--- config.mk ---
export PLATFORM = sky130hd
export DESIGN_NAME = annni_metropolis_spin_update
export DESIGN_NICKNAME = d
export VERILOG_FILES = /design/src/rtl/amsu_pkg.sv /design/src/rtl/amsu_cfg_regs.sv /design/src/rtl/amsu_spin_ring.sv /design/src/rtl/amsu_flip_decide.sv /design/src/rtl/annni_metropolis_spin_update.sv
export SDC_FILE = /design/constraint.sdc
export NUM_CORES = 1
export LEC_CHECK = 0
export ABC_AREA = 1
export BUFFER_PORTS_ARGS = -buffer_cell sky130_fd_sc_hd__buf_2
export CAP_MARGIN = 20
export CORE_UTILIZATION = 45
export DETAILED_ROUTE_END_ITERATION = 8
export PLACE_DENSITY = 0.59
export SETUP_SLACK_MARGIN = 0.2
export SLEW_MARGIN = 10
export SYNTH_ARGS = -nofsm -noshare
export SYNTH_HDL_FRONTEND = slang
export SYNTH_SLANG_ARGS = --single-unit
--- constraint.sdc ---
create_clock -name clk -period 5.8 [get_ports clk]
set_input_delay 0.29 -clock clk [delete_from_list [all_inputs] [get_ports clk]]
set_output_delay 0.29 -clock clk [all_outputs]
set_load 0.01 [all_outputs]
--- src/rtl/amsu_pkg.sv ---
`timescale 1ns / 1ps
`default_nettype none

package amsu_pkg;

  localparam int SITES_DEF = 64;
  localparam int SITE_W    = 6;
  localparam int RND_W     = 32;
  localparam int DE_W      = 4;
  localparam int MAG_OUT_W = 8;
  localparam int CFG_IDX_W = 2;

  // configuration register indexes
  localparam logic [CFG_IDX_W-1:0] CFG_THR_TWO  = 2'd0;
  localparam logic [CFG_IDX_W-1:0] CFG_THR_FOUR = 2'd1;
  localparam logic [CFG_IDX_W-1:0] CFG_THR_SIX  = 2'd2;

  localparam logic [RND_W-1:0] THR_TWO_RST  = 32'd8;
  localparam logic [RND_W-1:0] THR_FOUR_RST = 32'd0;
  localparam logic [RND_W-1:0] THR_SIX_RST  = 32'd0;

  // action codes
  localparam logic ACT_LOAD  = 1'b0;
  localparam logic ACT_TRIAL = 1'b1;

  // energy change codes (two's complement, DE_W bits)
  localparam logic [DE_W-1:0] DE_ZERO      = 4'd0;
  localparam logic [DE_W-1:0] DE_RISE_TWO  = 4'd2;
  localparam logic [DE_W-1:0] DE_RISE_FOUR = 4'd4;

  localparam logic [RND_W-1:0] RND_HALF = 32'h8000_0000;

  typedef struct packed {
    logic [RND_W-1:0] two;
    logic [RND_W-1:0] four;
    logic [RND_W-1:0] six;
  } thr_t;

  typedef struct packed {
    logic in_range;
    logic own;
    logic l1;
    logic r1;
    logic l2;
    logic r2;
  } nbr_t;

  typedef struct packed {
    logic              en;
    logic [SITE_W-1:0] site;
  } upd_t;

  typedef struct packed {
    logic            flip;
    logic            spin_new;
    logic [DE_W-1:0] de;
  } dec_t;

endpackage

`default_nettype wire

--- src/rtl/amsu_cfg_regs.sv ---
`timescale 1ns / 1ps
`default_nettype none

module amsu_cfg_regs (
  input  wire logic                           clk,
  input  wire logic                           rst_n,
  input  wire logic                           cfg_valid,
  output logic                                cfg_ready,
  input  wire logic [amsu_pkg::CFG_IDX_W-1:0] cfg_index,
  input  wire logic [amsu_pkg::RND_W-1:0]     cfg_data,
  output amsu_pkg::thr_t                      thr
);

  amsu_pkg::thr_t thr_r, thr_nxt;

  assign cfg_ready = 1'b1;
  assign thr       = thr_r;

  always_comb begin
    thr_nxt = thr_r;
    if (cfg_valid) begin
      unique case (cfg_index)
        amsu_pkg::CFG_THR_TWO:  thr_nxt.two  = cfg_data;
        amsu_pkg::CFG_THR_FOUR: thr_nxt.four = cfg_data;
        amsu_pkg::CFG_THR_SIX:  thr_nxt.six  = cfg_data;
        default: ; // drop writes to unused indexes
      endcase
    end
  end

  always_ff @(posedge clk) begin
    if (!rst_n) begin
      thr_r.two  <= amsu_pkg::THR_TWO_RST;
      thr_r.four <= amsu_pkg::THR_FOUR_RST;
      thr_r.six  <= amsu_pkg::THR_SIX_RST;
    end else begin
      thr_r <= thr_nxt;
    end
  end

endmodule

`default_nettype wire

--- src/rtl/amsu_spin_ring.sv ---
`timescale 1ns / 1ps
`default_nettype none

module amsu_spin_ring #(
  parameter int SITES = amsu_pkg::SITES_DEF,
  parameter int MAG_W = $clog2(amsu_pkg::SITES_DEF + 1) + 1
) (
  input  wire logic                        clk,
  input  wire logic                        rst_n,
  input  wire logic [amsu_pkg::SITE_W-1:0] site,
  input  amsu_pkg::upd_t                   upd,
  output amsu_pkg::nbr_t                   nbr,
  output logic signed [MAG_W-1:0]          mag_nxt
);

  // Only the addressable sites are stored; the rest of a larger ring stays +1.
  localparam int STORE = (SITES < (1 << amsu_pkg::SITE_W)) ? SITES : (1 << amsu_pkg::SITE_W);
  localparam int AW    = $clog2(STORE);
  localparam int IDX_W = $clog2(SITES);
  localparam int NW    = ((IDX_W > amsu_pkg::SITE_W) ? IDX_W : amsu_pkg::SITE_W) + 1;

  logic [STORE-1:0]        spin_r, spin_nxt;
  logic signed [MAG_W-1:0] mag_r;
  logic [NW-1:0]           site_ext, sites_c, idx_l1, idx_r1, idx_l2, idx_r2;
  logic                    own_upd;

  function automatic logic rd_spin(input logic [STORE-1:0] v, input logic [NW-1:0] idx);
    return (idx < NW'(STORE)) ? v[idx[AW-1:0]] : 1'b0;
  endfunction

  always_comb begin
    site_ext = NW'(site);
    sites_c  = NW'(SITES);
    idx_r1   = site_ext + NW'(1);
    if (idx_r1 >= sites_c) idx_r1 = idx_r1 - sites_c;
    idx_r2   = site_ext + NW'(2);
    if (idx_r2 >= sites_c) idx_r2 = idx_r2 - sites_c;
    idx_l1   = (site_ext == '0) ? sites_c - NW'(1) : site_ext - NW'(1);
    idx_l2   = (site_ext < NW'(2)) ? site_ext + sites_c - NW'(2) : site_ext - NW'(2);
  end

  always_comb begin
    nbr.in_range = site_ext < sites_c;
    nbr.own      = rd_spin(spin_r, site_ext);
    nbr.l1       = rd_spin(spin_r, idx_l1);
    nbr.r1       = rd_spin(spin_r, idx_r1);
    nbr.l2       = rd_spin(spin_r, idx_l2);
    nbr.r2       = rd_spin(spin_r, idx_r2);
  end

  always_comb begin
    own_upd  = rd_spin(spin_r, NW'(upd.site));
    spin_nxt = spin_r;
    mag_nxt  = mag_r;
    if (upd.en) begin
      spin_nxt[upd.site[AW-1:0]] = ~own_upd;
      // -1 -> +1 raises the sum by 2, +1 -> -1 lowers it by 2
      mag_nxt = own_upd ? mag_r + MAG_W'(2) : mag_r - MAG_W'(2);
    end
  end

  always_ff @(posedge clk) begin
    if (!rst_n) begin
      spin_r <= '0;
      mag_r  <= MAG_W'(SITES);
    end else begin
      spin_r <= spin_nxt;
      mag_r  <= mag_nxt;
    end
  end

endmodule

`default_nettype wire

--- src/rtl/amsu_flip_decide.sv ---
`timescale 1ns / 1ps
`default_nettype none

module amsu_flip_decide (
  input  wire logic                       action,
  input  wire logic                       load_spin,
  input  wire logic [amsu_pkg::RND_W-1:0] rnd,
  input  amsu_pkg::nbr_t                  nbr,
  input  amsu_pkg::thr_t                  thr,
  output amsu_pkg::dec_t                  dec
);

  logic [1:0]                agree1, agree2;
  logic [amsu_pkg::DE_W-1:0] de_calc;

  // dE = 4*(nearest agreeing) - 2*(next-nearest agreeing) - 2
  always_comb begin
    agree1  = {1'b0, nbr.l1 == nbr.own} + {1'b0, nbr.r1 == nbr.own};
    agree2  = {1'b0, nbr.l2 == nbr.own} + {1'b0, nbr.r2 == nbr.own};
    de_calc = {agree1, 2'b00} - {1'b0, agree2, 1'b0} - 4'd2;
  end

  always_comb begin
    dec = '0;
    if (nbr.in_range) begin
      if (action == amsu_pkg::ACT_LOAD) begin
        dec.flip = load_spin != nbr.own;
      end else begin
        dec.de = de_calc;
        if (de_calc[amsu_pkg::DE_W-1]) begin
          dec.flip = 1'b1;
        end else begin
          case (de_calc)
            amsu_pkg::DE_ZERO:      dec.flip = rnd <= amsu_pkg::RND_HALF;
            amsu_pkg::DE_RISE_TWO:  dec.flip = rnd < thr.two;
            amsu_pkg::DE_RISE_FOUR: dec.flip = rnd < thr.four;
            default:                dec.flip = rnd < thr.six;
          endcase
        end
      end
      dec.spin_new = nbr.own ^ dec.flip;
    end
  end

endmodule

`default_nettype wire

--- src/rtl/annni_metropolis_spin_update.sv ---
`timescale 1ns / 1ps
`default_nettype none
// A transaction accepted into the input register moves to the result register once the
// output is empty or not stalled, and its result is then on the ports.
// Throughput: one transaction per cycle while out_stall is low; spin reads, dE and the
// threshold compare sit between the input register and the result register, and the
// state updates with the result. Reset (synchronous, rst_n low): all spins +1,
// magnetization = SITES, thresholds 8/0/0, both pipeline registers empty.
module annni_metropolis_spin_update #(
  parameter int SITES = amsu_pkg::SITES_DEF
) (
  input  wire logic                           clk,
  input  wire logic                           rst_n,
  input  wire logic                           in_valid,
  output logic                                in_stall,
  input  wire logic                           in_action,
  input  wire logic [amsu_pkg::SITE_W-1:0]    in_site,
  input  wire logic                           in_load_spin,
  input  wire logic [amsu_pkg::RND_W-1:0]     in_random_frac,
  output logic                                out_valid,
  input  wire logic                           out_stall,
  output logic [amsu_pkg::SITE_W-1:0]         out_site_out,
  output logic                                out_spin_out,
  output logic                                out_flipped,
  output logic signed [amsu_pkg::DE_W-1:0]    out_delta_energy,
  output logic signed [amsu_pkg::MAG_OUT_W-1:0] out_magnetization,
  input  wire logic                           cfg_valid,
  output logic                                cfg_ready,
  input  wire logic [amsu_pkg::CFG_IDX_W-1:0] cfg_index,
  input  wire logic [amsu_pkg::RND_W-1:0]     cfg_data
);

  localparam int MAG_W = $clog2(SITES + 1) + 1;

  logic                          in_valid_r, in_action_r, in_load_r;
  logic [amsu_pkg::SITE_W-1:0]   in_site_r;
  logic [amsu_pkg::RND_W-1:0]    in_rnd_r;
  logic                          out_valid_r, out_spin_r, out_flip_r;
  logic [amsu_pkg::SITE_W-1:0]   out_site_r;
  logic [amsu_pkg::DE_W-1:0]     out_de_r;
  logic [amsu_pkg::MAG_OUT_W-1:0] out_mag_r;
  logic                          out_free, move, in_take;
  logic signed [MAG_W-1:0]       mag_nxt;
  amsu_pkg::thr_t                thr;
  amsu_pkg::nbr_t                nbr;
  amsu_pkg::dec_t                dec;
  amsu_pkg::upd_t                upd;

  assign out_free = !out_valid_r || !out_stall;
  assign move     = in_valid_r && out_free;
  assign in_take  = !in_valid_r || move;
  assign in_stall = !in_take;

  assign upd = {move && dec.flip, in_site_r};

  amsu_cfg_regs u_cfg (
    .clk       (clk),
    .rst_n     (rst_n),
    .cfg_valid (cfg_valid),
    .cfg_ready (cfg_ready),
    .cfg_index (cfg_index),
    .cfg_data  (cfg_data),
    .thr       (thr)
  );

  amsu_spin_ring #(
    .SITES (SITES),
    .MAG_W (MAG_W)
  ) u_ring (
    .clk     (clk),
    .rst_n   (rst_n),
    .site    (in_site_r),
    .upd     (upd),
    .nbr     (nbr),
    .mag_nxt (mag_nxt)
  );

  amsu_flip_decide u_decide (
    .action    (in_action_r),
    .load_spin (in_load_r),
    .rnd       (in_rnd_r),
    .nbr       (nbr),
    .thr       (thr),
    .dec       (dec)
  );

  always_ff @(posedge clk) begin
    if (!rst_n) begin
      in_valid_r  <= 1'b0;
      out_valid_r <= 1'b0;
    end else begin
      if (in_take) in_valid_r <= in_valid;
      if (out_free) out_valid_r <= in_valid_r;
    end
  end

  // payload registers
  always_ff @(posedge clk) begin
    if (in_take && in_valid) begin
      in_action_r <= in_action;
      in_site_r   <= in_site;
      in_load_r   <= in_load_spin;
      in_rnd_r    <= in_random_frac;
    end
    if (move) begin
      out_site_r <= in_site_r;
      out_spin_r <= dec.spin_new;
      out_flip_r <= dec.flip;
      out_de_r   <= dec.de;
      out_mag_r  <= amsu_pkg::MAG_OUT_W'(mag_nxt);
    end
  end

  assign out_valid         = out_valid_r;
  assign out_site_out      = out_site_r;
  assign out_spin_out      = out_spin_r;
  assign out_flipped       = out_flip_r;
  assign out_delta_energy  = $signed(out_de_r);
  assign out_magnetization = $signed(out_mag_r);

endmodule

`default_nettype wire

==> results.cfg <==
[power]
ir_drop_mv = 0.208
power.share.clock = 0.388
leakage_nw = 7.30
p_sw_frac = 0.308
p_int_w = 0.00304
pwr-share-seq = 0.397
powerDensity_mw_per_mm2 = 263
total_power_w = 0.00439
power_switching_w = 0.00135
pwr-share-comb = 0.215

[drt]
first_pass_iters = 7
wl_per_cell_um = 16.6
num_vias = 13500
post-route-drc-count = 0
ant_nets = 0
wl_mm = 42.3
drtIter0Drc = 1122
vias_per_cell = 5.29

[placement]
finalWeightedCongestion = 0.982
post-dp-hpwl_mm = 29.0
place_area_mm2 = 0.0153
port_buffers = 98

[synth]
yosys.area_share.simple = 0.272
yosys_register_bits = 227
syn_area_mm2 = 0.0145
synth_top_family_by_area = simple AND/OR/NAND/NOR gates
synth_compound_area_frac = 0.156
synthDistinctLibCells = 49
synthAdderAreaFrac = 0.0985
synth.top_cell.area_share = 0.233
syn_area_per_cell_um2 = 7.18
ys_warn_count = 0
yosysSeqAreaShare = 0.353
synth_area_leaders = dfxtp_1, edfxtp_1, nand2_1
yosysTopAreaCell = dfxtp_1
synthMuxAreaShare = 0.00552
synthXorXnorAreaFrac = 0.0119
syn_inst = 2022

[final_layout]
area_growth_pct = 14.9
fin_area_mm2 = 0.0167
fin_nets = 2319
drive_gt1_frac = 0.116
fillers = 3105

[timing]
rsz0062_at_grt = false
min_period_ns = 5.13
worst_slew_margin_rel = 0.303
setup-violations-final = 0
max_freq_mhz = 195
tns_ns = 0
maxSlewViolCount = 0
fin_skew_ns = 0.0162
fin_crit_sh = 0.885
tightest_slew_ns = 1.05
hold_viol_final = 0

[die]
fp-row-count = 65
die_x_um = 182
fp.coreArea_mm2 = 0.0316
die_y_um = 182
ios = 102
dieArea_mm2 = 0.0330
start_util = 0.459

[grt]
grtUsageTotal = 0.252
grt_max_degree = 121
antenna_found_initial = 3
grt_pass1_wl_mm = 66.8
grt_pass1_vias = 12400
overflow = 0

[status]
outcome = finished clean

[setup_path]
start_kind = register
crit_required_ns = 6.30
endpoint_kind = register
crit_type = reg2reg
critical_path.max_fanout = 26
cp.arrival_ns = 5.64

[clock_tree]
cts_max_level = 1
cts_buffers = 27
insertion_delay_ns = 0.57
cts_tree = yes
clk_path_buf_depth = 3
cts_root_buf = clkbuf_16
cts.sinks = 227
clkTransAtPathRegs_ns = 0.06

[flow_run]
cap_viol_max_count = 0

[worst_hold_path]
hold_path_class = in2reg
## cell type report
cell class	instances	area (um^2)	share of cell area
multi-input combinational	1452	7950	0.477
sequential	227	5120	0.307
timing repair buffer	182	1320	0.0791
inverter	237	897	0.0538
clock buffer	39	782	0.0469
tap	402	503	0.0302
clock inverter	11	96.3	0.00578
antenna	1	2.50	0.000150
## cell usage after synthesis (all sizes together)
cell and count:
nand2 425, nor2 270, inv 234, o21ai 198
a21oi 193, dfxtp 169, ha 111, nand3 83
nand4 80, edfxtp 58, buf 56, clkbuf 51
o211ai 24, xor2 14, nor3 10, mux2i 8
a21o 4, o21a 4, a31oi 3, clkinv 3
nor3b 3, xnor2 3, and2 2, conb 2
fa 2, nand3b 2, o2111ai 2, a211oi 1
a22o 1, a22oi 1, and3 1, nor4 1
o21bai 1, or2 1, xor3 1
## kinds of logic after synthesis
kind of cell,Yosys count
mux,8
compound gates,432
xor+xnor,18
simple gates,878
flops,227
fa+ha+maj,113
other cells,2
buf+inv,344
## registers in the layout, summed over array words and instances (netlist names)
name               flops
in_action_r            1
in_load_r              1
in_rnd_r              32
in_site_r              6
in_valid_r             1
out_delta_energy       3
out_flipped            1
out_magnetization      7
out_site_out           6
out_spin_out           1
out_valid              1
u_cfg.thr             96
u_ring.mag_r           7
u_ring.spin_r         64
## power groups by stage
stage,Clock (W),Sequential (W),Combinational (W)
floorplan,0,0.00177,0.000622
global placement,0,0.00178,0.000893
detailed placement,0,0.00178,0.000903
CTS,0.00174,0.00174,0.000929
global route,0.00181,0.00175,0.00105
finish,0.00170,0.00174,0.000945
## worst paths after layout
| path | from | to | slack [ns] | cells past startpoint |
|---|---|---|---|---|
| worst max-delay path | in_site_r[1] | u_ring.spin_r[7] | 0.67 | 26 |
| worst min-delay path | cfg_data[20] | u_cfg.thr[84] | 0.03 | 3 |
| worst max register to register | in_site_r[1] | u_ring.spin_r[7] | 0.67 | 26 |
| worst min register to register | u_cfg.thr[58] | u_cfg.thr[58] | 0.46 | 2 |
## layer usage
layer	up-vias	wire (um)	part of all wire	global-route usage
met1	6150	19400	0.46	0.343
met3	78	2210	0.052	0.0293
met5	-	21	0.00050	0
met4	4	1270	0.030	0.0786
met2	373	19300	0.46	0.418
li1	6888	-	-	-
## critical path: stages (launching register included)
cell,delay [ns]
edfxtp_1,0.40
inv_2,0.24
buf_4,0.30
ha_2,0.29
xnor2_1,0.23
inv_1,0.20
a21oi_1,0.14
o21ai_0,0.09
nand3_1,0.10
nand3_1,0.07
nand2_1,0.07
o21ai_0,0.11
xor2_1,0.18
ha_1,0.24
fa_1,0.60
ha_1,0.20
nor3b_1,0.21
o2111ai_1,0.14
nor2_1,0.10
nand2_1,0.06
nand4_1,0.26
buf_12,0.26
buf_12,0.17
nand4_1,0.12
nand2_1,0.10
nand2_1,0.05
nor2_1,0.11
## what timing repair did
action / in CTS / in global routing
setup endpoints to repair: 0 / 76
hold buffers: 43 / 0
gates resized for setup: 0 / 7
setup buffers: 0 / 7
endpoints found under the hold margin: 44 / 0
## placed cells by master, fill, tap and decap left out, drive strengths merged, types with 3 or more instances in the layout
master / synthesis / final
nor2: 270 / 270
nand3: 83 / 83
nor3: 10 / 10
nand2: 425 / 425
dlygate4sd3: 0 / 43
buf: 56 / 138
edfxtp: 58 / 58
xor2: 14 / 14
a21o: 4 / 4
o21ai: 198 / 198
dfxtp: 169 / 169
conb: 2 / 3
o211ai: 24 / 24
xnor2: 3 / 3
nand4: 80 / 80
nor3b: 3 / 3
clkinv: 3 / 10
clkbuf: 51 / 40
o21a: 4 / 4
a31oi: 3 / 3
mux2i: 8 / 8
ha: 111 / 111
a21oi: 193 / 193
inv: 234 / 235
## stage by stage
stage          hold slack (ns)  utilization  setup WS (ns)  std cells
4_1_cts                 0.0120        0.524          0.466       2541
3_3_place_gp             0.444        0.482          0.591       2448
6_report                0.0315        0.527          0.666       2551
5_1_grt                 0.0425        0.527          0.194       2550
2_1_floorplan            0.389            -          0.754       2023
3_5_place_dp             0.445        0.482          0.542       2448
Power figures use the tool's default switching activity.
